<file path="config.mk">
export PLATFORM = sky130hd
export DESIGN_NAME = csm_div
export DESIGN_NICKNAME = d
export VERILOG_FILES = /design/src/hw/rtl/csm_pkg.sv /design/src/hw/rtl/csm_div.sv
export SDC_FILE = /design/constraint.sdc
export NUM_CORES = 1
export LEC_CHECK = 0
export BUFFER_PORTS_ARGS = -buffer_cell sky130_fd_sc_hd__buf_4
export CAP_MARGIN = 10
export CORE_MARGIN = 10
export CORE_UTILIZATION = 30
export CTS_CLUSTER_SIZE = 24
export DETAILED_ROUTE_END_ITERATION = 12
export SETUP_SLACK_MARGIN = 0.5
export SKIP_CTS_REPAIR_TIMING = 1
export SLEW_MARGIN = 5
export SYNTH_ARGS = -nofsm -noshare
export SYNTH_HDL_FRONTEND = slang
export SYNTH_SLANG_ARGS = --single-unit
</file>
<file path="constraint.sdc">
create_clock -name clk -period 6.7 [get_ports clk]
set_input_delay 1.005 -clock clk [delete_from_list [all_inputs] [get_ports clk]]
set_output_delay 1.005 -clock clk [all_outputs]
set_load 0.01 [all_outputs]
</file>
<file path="src/hw/rtl/csm_pkg.sv">
package csm_pkg;

	localparam int MAX_SIZE    = 64;
	localparam int MAX_ENTRIES = 512;
	localparam int RESULT_LIMIT = 64;

	localparam int IDX_W  = $clog2(MAX_SIZE);
	localparam int N_W    = $clog2(MAX_SIZE + 1);
	localparam int ENT_AW = $clog2(MAX_ENTRIES);
	localparam int CNT_W  = $clog2(MAX_ENTRIES + 1);
	localparam int VAL_W  = 32;
	localparam int PROD_W = 2 * VAL_W;
	localparam int FRAC_W = 16;
	localparam int RND_W  = PROD_W - FRAC_W;
	localparam int ACC_W  = RND_W + ENT_AW + 1;
	localparam int Q_W    = VAL_W + FRAC_W;

	typedef enum logic [1:0] {
		OP_ENTRY  = 2'd0,
		OP_RHS    = 2'd1,
		OP_RESULT = 2'd2,
		OP_RUN    = 2'd3
	} op_t;

	localparam logic [2:0] MODE_AB     = 3'd0;
	localparam logic [2:0] MODE_ATB    = 3'd1;
	localparam logic [2:0] MODE_JACOBI = 3'd2;
	localparam logic [2:0] MODE_FWD    = 3'd3;
	localparam logic [2:0] MODE_BWD    = 3'd4;

	localparam logic [1:0] ST_OK     = 2'd0;
	localparam logic [1:0] ST_NODIAG = 2'd1;
	localparam logic [1:0] ST_SAT    = 2'd2;

	localparam logic [1:0] CFG_MODE  = 2'd0;
	localparam logic [1:0] CFG_SCALE = 2'd1;
	localparam logic [1:0] CFG_SIZE  = 2'd2;

	typedef struct packed {
		logic                    vld;
		logic [IDX_W-1:0]        row;
		logic [IDX_W-1:0]        col;
		logic signed [VAL_W-1:0] value;
	} ld_req_t;

	typedef struct packed {
		logic              rs_rd;
		logic [N_W-1:0]    rs_addr;
		logic              ent_rd;
		logic [ENT_AW-1:0] ent_addr;
		logic              dg_rd;
		logic [IDX_W-1:0]  dg_addr;
	} rd_req_t;

	typedef struct packed {
		logic [CNT_W-1:0]        rs_data;
		logic [IDX_W-1:0]        ent_col;
		logic signed [VAL_W-1:0] ent_val;
		logic                    dg_found;
		logic [ENT_AW-1:0]       dg_pos;
	} rd_rsp_t;

	typedef struct packed {
		logic                    start;
		logic signed [VAL_W-1:0] num;
		logic signed [VAL_W-1:0] den;
	} div_req_t;

	typedef struct packed {
		logic                    done;
		logic                    sat;
		logic signed [VAL_W-1:0] q;
	} div_rsp_t;

	typedef struct packed {
		logic                    flag;
		logic signed [VAL_W-1:0] v;
	} sat_t;

	function automatic sat_t sat32(input logic signed [ACC_W-1:0] v);
		sat_t r;
		if ((v[ACC_W-1:VAL_W-1] == '0) || (v[ACC_W-1:VAL_W-1] == '1)) begin
			r.flag = 1'b0;
			r.v    = v[VAL_W-1:0];
		end else begin
			r.flag = 1'b1;
			r.v    = v[ACC_W-1] ? {1'b1, {(VAL_W-1){1'b0}}} : {1'b0, {(VAL_W-1){1'b1}}};
		end
		return r;
	endfunction

	// round a Q32.32 product to Q32.16: add half an LSB, floor
	function automatic logic signed [RND_W-1:0] qround(input logic signed [PROD_W-1:0] p);
		logic signed [PROD_W-1:0] t;
		t = p + PROD_W'(1 << (FRAC_W - 1));
		return t[PROD_W-1:FRAC_W];
	endfunction

	function automatic logic signed [ACC_W-1:0] sext_val(input logic signed [VAL_W-1:0] x);
		return {{(ACC_W-VAL_W){x[VAL_W-1]}}, x};
	endfunction

	function automatic logic signed [ACC_W-1:0] sext_rnd(input logic signed [RND_W-1:0] x);
		return {{(ACC_W-RND_W){x[RND_W-1]}}, x};
	endfunction

endpackage

</file>
<file path="src/hw/rtl/csm_div.sv">
module csm_div (
	input  logic              clk,
	input  logic              arst_n,
	input  csm_pkg::div_req_t req,
	output csm_pkg::div_rsp_t rsp
);

	logic                           busy_q;
	logic                           done_q;
	logic                           neg_q;
	logic [5:0]                     cnt_q;
	logic [csm_pkg::VAL_W-1:0]      den_q;
	logic [csm_pkg::VAL_W-1:0]      rem_q;
	logic [csm_pkg::Q_W-1:0]        quo_q;
	logic [csm_pkg::VAL_W:0]        rem_sh;
	logic                           ge;
	logic [csm_pkg::VAL_W-1:0]      abs_num;
	logic [csm_pkg::VAL_W-1:0]      abs_den;
	logic [csm_pkg::VAL_W-1:0]      neg_low;

	assign abs_num = req.num[csm_pkg::VAL_W-1] ? (~req.num + 1'b1) : req.num;
	assign abs_den = req.den[csm_pkg::VAL_W-1] ? (~req.den + 1'b1) : req.den;
	assign rem_sh  = {rem_q, quo_q[csm_pkg::Q_W-1]};
	assign ge      = rem_sh >= {1'b0, den_q};

	// one quotient bit per cycle on magnitudes
	always_ff @(posedge clk or negedge arst_n) begin
		if (!arst_n) begin
			busy_q <= 1'b0;
			done_q <= 1'b0;
			neg_q  <= 1'b0;
			cnt_q  <= '0;
			den_q  <= '0;
			rem_q  <= '0;
			quo_q  <= '0;
		end else begin
			done_q <= 1'b0;
			if (req.start) begin
				busy_q <= 1'b1;
				neg_q  <= req.num[csm_pkg::VAL_W-1] ^ req.den[csm_pkg::VAL_W-1];
				cnt_q  <= '0;
				den_q  <= abs_den;
				rem_q  <= '0;
				quo_q  <= {abs_num, {csm_pkg::FRAC_W{1'b0}}};
			end else if (busy_q) begin
				rem_q <= ge ? csm_pkg::VAL_W'(rem_sh - {1'b0, den_q})
				            : rem_sh[csm_pkg::VAL_W-1:0];
				quo_q <= {quo_q[csm_pkg::Q_W-2:0], ge};
				if (cnt_q == 6'(csm_pkg::Q_W - 1)) begin
					busy_q <= 1'b0;
					done_q <= 1'b1;
				end else begin
					cnt_q <= cnt_q + 1'b1;
				end
			end
		end
	end

	assign neg_low = ~quo_q[csm_pkg::VAL_W-1:0] + 1'b1;

	always_comb begin
		rsp.done = done_q;
		if (!neg_q) begin
			rsp.sat = quo_q[csm_pkg::Q_W-1:csm_pkg::VAL_W-1] != '0;
			rsp.q   = rsp.sat ? {1'b0, {(csm_pkg::VAL_W-1){1'b1}}} : quo_q[csm_pkg::VAL_W-1:0];
		end else begin
			rsp.sat = (quo_q[csm_pkg::Q_W-1:csm_pkg::VAL_W] != '0) ||
			          (quo_q[csm_pkg::VAL_W-1] && (quo_q[csm_pkg::VAL_W-2:0] != '0));
			rsp.q   = rsp.sat ? {1'b1, {(csm_pkg::VAL_W-1){1'b0}}} : neg_low;
		end
	end

endmodule

</file>
==> results of run 1 <==
[cells in the mapped netlist (3+ instances only)]
library cell and n:
a21boi_0 5, o211ai_1 4, nand2_1 163, o31ai_1 22, xor2_1 42, ha_1 36
or4_1 13, or2_2 4, nand3b_1 4, a31oi_1 4, and2_1 6, xnor2_1 44
nand3_1 29, o21bai_1 4, nand4_1 5, o21ai_0 86, a211oi_1 18, nor3_1 22
o21a_1 6, nor4_1 10, nand2b_1 14, nor3b_1 4, a41oi_1 3, buf_1 11
o41ai_1 8, mux2i_1 46, a21o_1 9, dfrtp_1 121, clkbuf_1 52, inv_1 57
a311oi_1 23, buf_2 5, o311ai_1 6, nor2_1 131, and3_1 4, nor2b_1 14
or3_1 15, a21oi_1 98
[sequential cells by signal, indices dropped and copies added, names as in the netlist]
signal / count
done_q: 1
den_q: 32
neg_q: 1
rem_q: 32
busy_q: 1
quo_q: 48
cnt_q: 6
[cell type report]
type                       count  area, um2  share of cell area [%]
multi-input combinational    941       5810                    52.7
tap                          396        495                    4.49
inverter                      57        214                    1.94
clock buffer                  19        453                    4.11
clock inverter                13        216                    1.96
sequential                   121       3030                    27.5
timing repair buffer         107        803                    7.28
[how the worst max path moves through the flow]
stage / slack (ns) / endpoint / cells after the start / start
final: 1.12 / rsp[9] / 10 / quo_q[0]$_DFFE_PN0P_
after global routing: 0.86 / rsp[9] / 10 / quo_q[0]$_DFFE_PN0P_
after CTS: 1.12 / rsp[9] / 10 / quo_q[0]$_DFFE_PN0P_
after detailed placement: 1.59 / rsp[9] / 10 / quo_q[1]$_DFFE_PN0P_
after global placement: 1.71 / rsp[9] / 10 / quo_q[1]$_DFFE_PN0P_
after floorplan: 2.50 / rsp[9] / 11 / quo_q[1]$_DFFE_PN0P_
[per-stage QoR]
stage	instances	setup slack (ns)	utilization (%)	area (um2)	power, mW
3_5_place_dp	1622	1.59	33.8	10400	2.33
5_1_grt	1654	0.858	36.0	11000	3.65
2_1_floorplan	1190	2.50	-	9340	1.95
6_report	1654	1.12	36.0	11000	3.39
4_1_cts	1654	1.12	36.0	11000	3.40
3_3_place_gp	1622	1.71	33.8	10400	2.32
[critical path: cells and delay by family, from the launching register on]
family	cells	cell delay (ns)
buf+inv	2	0.31
simple gates	5	2.51
flops	1	0.41
compound gates	2	0.73
fa+ha+maj	1	0.20
[power by group]
group | switching [mW] | total [mW] | internal [mW]
Sequential | 0.118 | 0.975 | 0.857
Combinational | 0.806 | 1.36 | 0.554
Clock | 0.367 | 1.05 | 0.684
Total | 1.29 | 3.39 | 2.09
[logic make-up (layout without fill, tap and decap cells)]
logic type               count (synthesis)  in the layout  share of synthesized area, %
adder cells (fa/ha/maj)                 37             37                          5.04
XOR/XNOR                                86             86                          8.06
multiplexers                            47             47                          5.05
flip-flops                             121            121                          32.4
AND/OR/NAND/NOR                        448            448                          22.1
AO/OA/AOI/OAI                          323            323                          22.0
buffers and inverters                  128            196                          5.37
[layer usage]
metal | vias up | GRT usage [%] | share of wire [%]
met1 | 4088 | 17.6 | 48
met2 | 218 | 20.8 | 45
met4 | 0 | 3.03 | 1.1
li1 | 4342 | - | -
met3 | 21 | 2.65 | 5.3
met5 | - | 0 | 0
==> run summary, run 1 <==
outcome: finished, final reports clean
total die area: 0.0386 mm2
startpoint types: register
Critical R2R Capture: rem_q[28]$_DFFE_PN0P_
net count after synthesis: 1294
Min-Delay Path Class: register to register
CTS tree: done
Max Cap Viol: 0
Post-Syn Area: 0.00934 mm2
Hold Crit Endpoint: cnt_q[0]$_DFFE_PN0P_
final setup violation count: 0
fraction of registers with async set/reset: 100%
R2R Setup Slk: 3.08 ns
diodes inserted: 0
Clock Sinks: 121
P per Cell Area: 307 mW/mm2
grt total ovfl: 0
Clock Latency Late Sink: 0.42 ns
vias: 8669
Synth cell types: 73
maximum vdd drop: 0.132 mV
most frequent cells in the layout: nand2_1 (163), nor2_1 (131), dfrtp_1 (120), buf_4 (107), a21oi_1 (98)
routability cong.: 0.868
wire length per cell: 15.4 um
iteration-0 DRC count of the detailed router: 548
vias in the first global route: 8445
R2R depth: 10
H-tree depth: 4
port bufs: 100
Leak Pwr: 5.09 nW
Num CTS Buffers: 17
# DRC: 0
critical path cell sequence: inv_1 -> ha_1 -> or3b_2 -> or3_1 -> or4_1 -> o41ai_2 -> and2b_1 -> nand2_2 -> o311ai_0 -> buf_4
Synth Register Bits: 121
RSZ-0062 raised after global routing: false
Fin. Hold Viols: 0
Post-Syn Instances: 1190
commonest non-fill, non-tap cell in the layout: nand2_1
min Tclk post-route: 5.58 ns
initial antenna violation count: 0
part of the cycle the worst path needs: 83.2%
DR pass1 iterations: 5
Layout fillers: 3152
Slew @ Worst Pin: 1.00 ns
Routed Antenna Nets: 0
Area growth, synth to finish: 18.0%
Max Fclk: 179 MHz
area leader, netlist: dfrtp_1
Synth top area share: 32.4%
Final Routed Wirelength: 25.4 mm
CP Capture Type: output port
Post-synth EDFFs: 0
CTS clock-pin slew for the worst setup and hold paths: 0.06 ns
normalized max-slew margin: 33.2%
root buf cell: clkbuf_16
Syn Area/Cell: 7.85 um2
Starting Density: 30.5%
slowest CP cell: and2b_1
Die H: 196 um
synth top area cells: dfrtp_1 (32%), nand2_1 (6.5%), nor2_1 (5.3%)
worst-case clock buffer depth: 2
dpl hpwl: 18.5 mm
HP Start: cnt_q[0]$_DFFE_PN0P_
nets@finish: 1349
site row count: 64
CP Max Fanout: 26
largest net degree at the start of global routing: 84
YS warnings: 0
All-Layer GR Usage: 13.0%
first-pass GRT wire length: 42.9 mm
Die Wd: 196 um
max-slew violations: 0
CP Data Arrival Time: 4.57 ns
Hold Slack: 0.521 ns
CORE AREA: 0.0307 mm2
hold path cells: 1
crit-path max cell delay: 0.69 ns
num ports: 101
Crit path required time: 5.69 ns
layout cells sized above 1: 12.2%
vias per cell: 5.24
setup total negative slack: 0 ns
Fin Clk Skew: 0.00784 ns
most common flop cell mapped by yosys: dfrtp_1
post-synthesis sequential area ratio: 32.4%
RR Startpoint: den_q[18]$_DFFE_PN0P_
CP Class: register to output port
Power figures use the tool's default switching activity.
==> run 2, diff against run 1 <==
Clock period 6.7 ns to 5.1 ns, I/O delays scaled along.
==> run summary, run 2 (same netlist as run 1, synthesis figures left out) <==
Fin. Hold Viols: 0
biggest regs: quo_q x48, den_q x32, rem_q x32
Max Cap Viol: 0
nets@finish: 1353
clock network power share: 30.3%
Area growth, synth to finish: 19.3%
Net Sw Frac: 38.1%
vias in the first global route: 8293
part of the cycle the worst path needs: 86.7%
Min-Delay Path Class: input port to asynchronous set/reset pin
root buf cell: clkbuf_16
initial antenna violation count: 0
Logic pwr share: 40.9%
routability cong.: 0.875
largest net degree at the start of global routing: 104
num ports: 101
site row count: 64
first-pass GRT wire length: 42.6 mm
max FFs per register: 48
CORE AREA: 0.0307 mm2
CTS clock-pin slew for the worst setup and hold paths: 0.06 ns
Leak Pwr: 5.14 nW
worst setup margin: 0.680 ns
most frequent cells in the layout: nand2_1 (163), nor2_1 (131), dfrtp_1 (120), buf_4 (110), a21oi_1 (98)
Clock Sinks: 121
grt total ovfl: 0
Starting Density: 30.5%
# DRC: 0
most used cell, CP: or4_4
layout cells sized above 1: 13.4%
switching power: 1.70 mW
P per Cell Area: 399 mW/mm2
vias: 8623
max-slew violations: 0
diodes inserted: 0
Fin Clk Skew: 0.0150 ns
H-tree depth: 4
All-Layer GR Usage: 13.0%
crit-path max cell delay: 0.57 ns
Routed Antenna Nets: 0
Clock Latency Late Sink: 0.42 ns
dpl hpwl: 18.6 mm
Max Fclk: 226 MHz
vias per cell: 5.20
critical path cell sequence: or4_4 -> or4_4 -> or4_4 -> o41ai_4 -> and2b_2 -> nand2b_1 -> o31ai_1 -> nand2_1 -> o311ai_1 -> buf_4
startpoint types: register
worst-case clock buffer depth: 2
Num CTS Buffers: 17
commonest non-fill, non-tap cell in the layout: nand2_1
CP Data Arrival Time: 3.65 ns
CP Capture Type: output port
Hold Slack: 0.363 ns
CP Class: register to output port
RSZ-0062 raised after global routing: false
CP Max Fanout: 8
Die H: 196 um
Crit path required time: 4.34 ns
slowest CP cell: or4_4
DR pass1 iterations: 5
pre-CTS worst setup slack: 0.885 ns
sequential power share: 28.8%
maximum vdd drop: 0.200 mV
min Tclk post-route: 4.42 ns
total die area: 0.0386 mm2
Most flops, register: quo_q
wire length per cell: 15.5 um
Final Routed Wirelength: 25.6 mm
normalized max-slew margin: 27.9%
port bufs: 100
outcome: finished, final reports clean
Layout fillers: 3194
Die Wd: 196 um
setup total negative slack: 0 ns
CTS tree: done
Int Power: 2.75 mW
iteration-0 DRC count of the detailed router: 501
final setup violation count: 0
Slew @ Worst Pin: 1.08 ns
run 2: changes by cell type in the layout (fill, tap and decap cells not counted), sizes merged:
cell	delta
buf	+4
clkinv	+2
clkbuf	-1
inv	-1
run 2: final cells by class:
cell class / instances / area [um2] / share of cell area (%)
multi-input cells: 941 / 5900 / 52.9
inverters: 57 / 214 / 1.92
repair buffers: 111 / 846 / 7.59
well taps: 396 / 495 / 4.45
clock buffers: 18 / 439 / 3.94
flip-flops and latches: 121 / 3030 / 27.2
clock inverters: 14 / 221 / 1.99
run 2: per-layer routing:
metal	wire length [um]	vias up	GRT usage, %
met3	1290	21	2.61
met1	12400	4022	18.1
met4	249	0	2.60
met5	0	-	0
met2	11600	228	20.4
li1	-	4352	-
run 2: final timing paths:
| check | from | endpoint | slack, ns | depth (start not counted) |
|---|---|---|---|---|
| max in group asynchronous | arst_n | busy_q$_DFF_PN0_ | 3.73 | 2 |
| setup / recovery | quo_q[9]$_DFFE_PN0P_ | rsp[24] | 0.68 | 10 |
| min in group clk | den_q[20]$_DFFE_PN0P_ | den_q[20]$_DFFE_PN0P_ | 0.52 | 2 |
| setup reg to reg | rem_q[17]$_DFFE_PN0P_ | rem_q[27]$_DFFE_PN0P_ | 1.58 | 10 |
| hold reg to reg | den_q[20]$_DFFE_PN0P_ | den_q[20]$_DFFE_PN0P_ | 0.52 | 2 |
| hold / removal | arst_n | rem_q[11]$_DFFE_PN0P_ | 0.36 | 1 |
run 2: per-stage QoR:
stage	util [%]	std cells	power (mW)	area [um2]
floorplan	-	1190	2.57	9340
global route	36.3	1658	4.79	11100
global placement	33.8	1625	3.07	10400
finish	36.3	1658	4.45	11100
detailed placement	33.8	1625	3.08	10400
CTS	36.0	1657	4.46	11000
run 2: worst max-delay path, delay by kind of cell, from the launching register on:
family	cells	cell delay [ns]
AND/OR/NAND/NOR	6	2.08
AO/OA/AOI/OAI	3	0.54
flip-flops	1	0.48
buffers and inverters	1	0.17
run 2: power groups by stage:
stage	Combinational (mW)	Clock (mW)	Sequential, mW
final	1.82	1.35	1.28
after global routing	2.06	1.43	1.31
after global placement	1.78	0	1.29
after floorplan	1.33	0	1.24
after detailed placement	1.79	0	1.29
after CTS	1.80	1.38	1.28
==> run 3, diff against run 2 <==
Settings changed: CELL_PAD_IN_SITES_DETAIL_PLACEMENT set to 2, CELL_PAD_IN_SITES_GLOBAL_PLACEMENT set to 2, PLACE_DENSITY_LB_ADDON set to 0.1.
==> run summary, run 3 (same netlist as run 1, synthesis figures left out) <==
Fin Clk Skew: 0.0121 ns
Clock Latency Late Sink: 0.43 ns
normalized max-slew margin: 27.8%
Clock Sinks: 121
CP Class: register to output port
# DRC: 0
max-slew violations: 0
R2R depth: 11
maximum vdd drop: 0.262 mV
largest net degree at the start of global routing: 122
CORE AREA: 0.0307 mm2
Final Routed Wirelength: 31.0 mm
DR pass1 iterations: 6
Starting Density: 30.5%
cell family with most CP delay: simple AND/OR/NAND/NOR gates
total die area: 0.0386 mm2
diodes inserted: 0
Post-DP Area: 0.0104 mm2
All-Layer GR Usage: 15.9%
layout cells sized above 1: 13.9%
Leak Pwr: 5.16 nW
R2R Setup Slk: 1.53 ns
dpl hpwl: 22.6 mm
Routed Antenna Nets: 0
port bufs: 100
part of the cycle the worst path needs: 87.7%
Max Fclk: 224 MHz
num ports: 101
setup total negative slack: 0 ns
Crit path required time: 4.34 ns
WP depth: 11
routability cong.: 0.782
DP Cell Count: 1622
vias per cell: 5.33
CTS tree: done
CTS clock-pin slew for the worst setup and hold paths: 0.06 ns
total power: 4.55 mW
Most flops, register: quo_q
iteration-0 DRC count of the detailed router: 378
commonest non-fill, non-tap cell in the layout: nand2_1
crit-path max cell delay: 0.58 ns
Finished Cell Area: 0.0112 mm2
RR Startpoint: den_q[18]$_DFFE_PN0P_
Num CTS Buffers: 17
P per Cell Area: 407 mW/mm2
CP Capture Type: output port
nets@finish: 1354
Die Wd: 196 um
worst-case clock buffer depth: 2
CP Max Fanout: 8
Area growth, synth to finish: 19.8%
Setup crit start: quo_q[9]$_DFFE_PN0P_
Min-Delay Path Class: input port to asynchronous set/reset pin
vias in the first global route: 9389
outcome: finished, final reports clean
max FFs per register: 48
Final Non-Filler Cells: 1658
Die H: 196 um
Hold Slack: 0.394 ns
min Tclk post-route: 4.47 ns
root buf cell: clkbuf_16
first-pass GRT wire length: 51.1 mm
site row count: 64
pre-CTS worst setup slack: 0.500 ns
Critical R2R Capture: rem_q[24]$_DFFE_PN0P_
grt total ovfl: 0
initial antenna violation count: 0
Max Cap Viol: 0
RSZ-0062 raised after global routing: false
wire length per cell: 18.7 um
Buf/Inv on CP: 2
startpoint types: register
biggest regs: quo_q x48, den_q x32, rem_q x32
crit path capture: rsp[29]
post-layout util: 36.5%
CP Data Arrival Time: 3.71 ns
slowest CP cell: or4_4
critical path cell sequence: or4_4 -> or4_4 -> or4_4 -> o41ai_4 -> and2b_4 -> buf_4 -> nand2_1 -> nand2_1 -> nand2_1 -> o311ai_2 -> buf_4
H-tree depth: 4
final setup violation count: 0
Fin. Hold Viols: 0
vias: 8829
Slew @ Worst Pin: 1.07 ns
worst setup margin: 0.628 ns
most frequent cells in the layout: nand2_1 (163), nor2_1 (131), dfrtp_1 (120), buf_4 (109), a21oi_1 (97)
## run 3: cell types whose count changed in the layout (fill, tap and decap cells not counted), sizes merged
cell,previous run,this run
buf,111,112
clkinv,5,3
inv,58,57
clkbuf,18,20
## run 3: metal layers
layer,share of wire [%],wire [um],GRT usage (%)
met1,48,14700,20.7
met2,49,15200,27.2
met3,2.7,825,2.70
met4,0.70,216,3.22
met5,0,0,0
## run 3: worst min path at each step
stage / cells past startpoint / end / slack, ns / startpoint
6_report: 1 / quo_q[12]$_DFFE_PN0P_ / 0.39 / arst_n
3_3_place_gp: 1 / cnt_q[1]$_DFFE_PN0P_ / 0.50 / cnt_q[1]$_DFFE_PN0P_
4_1_cts: 1 / quo_q[12]$_DFFE_PN0P_ / 0.42 / arst_n
5_1_grt: 1 / quo_q[12]$_DFFE_PN0P_ / 0.45 / arst_n
2_1_floorplan: 0 / busy_q$_DFF_PN0_ / 0.47 / arst_n
3_5_place_dp: 1 / cnt_q[2]$_DFFE_PN0P_ / 0.52 / cnt_q[2]$_DFFE_PN0P_
## run 3: area by class of cell
type / instances / area, um2
fillers: 3549 / 19500
multi-input cells: 941 / 5930
flip-flops and latches: 121 / 3030
repair buffers: 112 / 870
well taps: 396 / 495
clock buffers: 20 / 457
inverters: 57 / 214
clock inverters: 11 / 195
## run 3: power breakdown
part	total, mW	internal [mW]	switching [mW]
clock	1.36	0.891	0.469
sequential	1.30	1.13	0.172
combinational	1.89	0.750	1.14
total	4.55	2.77	1.78
## run 3: worst register-to-register path: cells and delay by family, from the launching register on
kind / cells / cell delay [ns]
buf+inv: 1 / 0.05
flops: 1 / 0.35
compound gates: 5 / 1.40
fa+ha+maj: 1 / 0.39
simple gates: 4 / 1.19
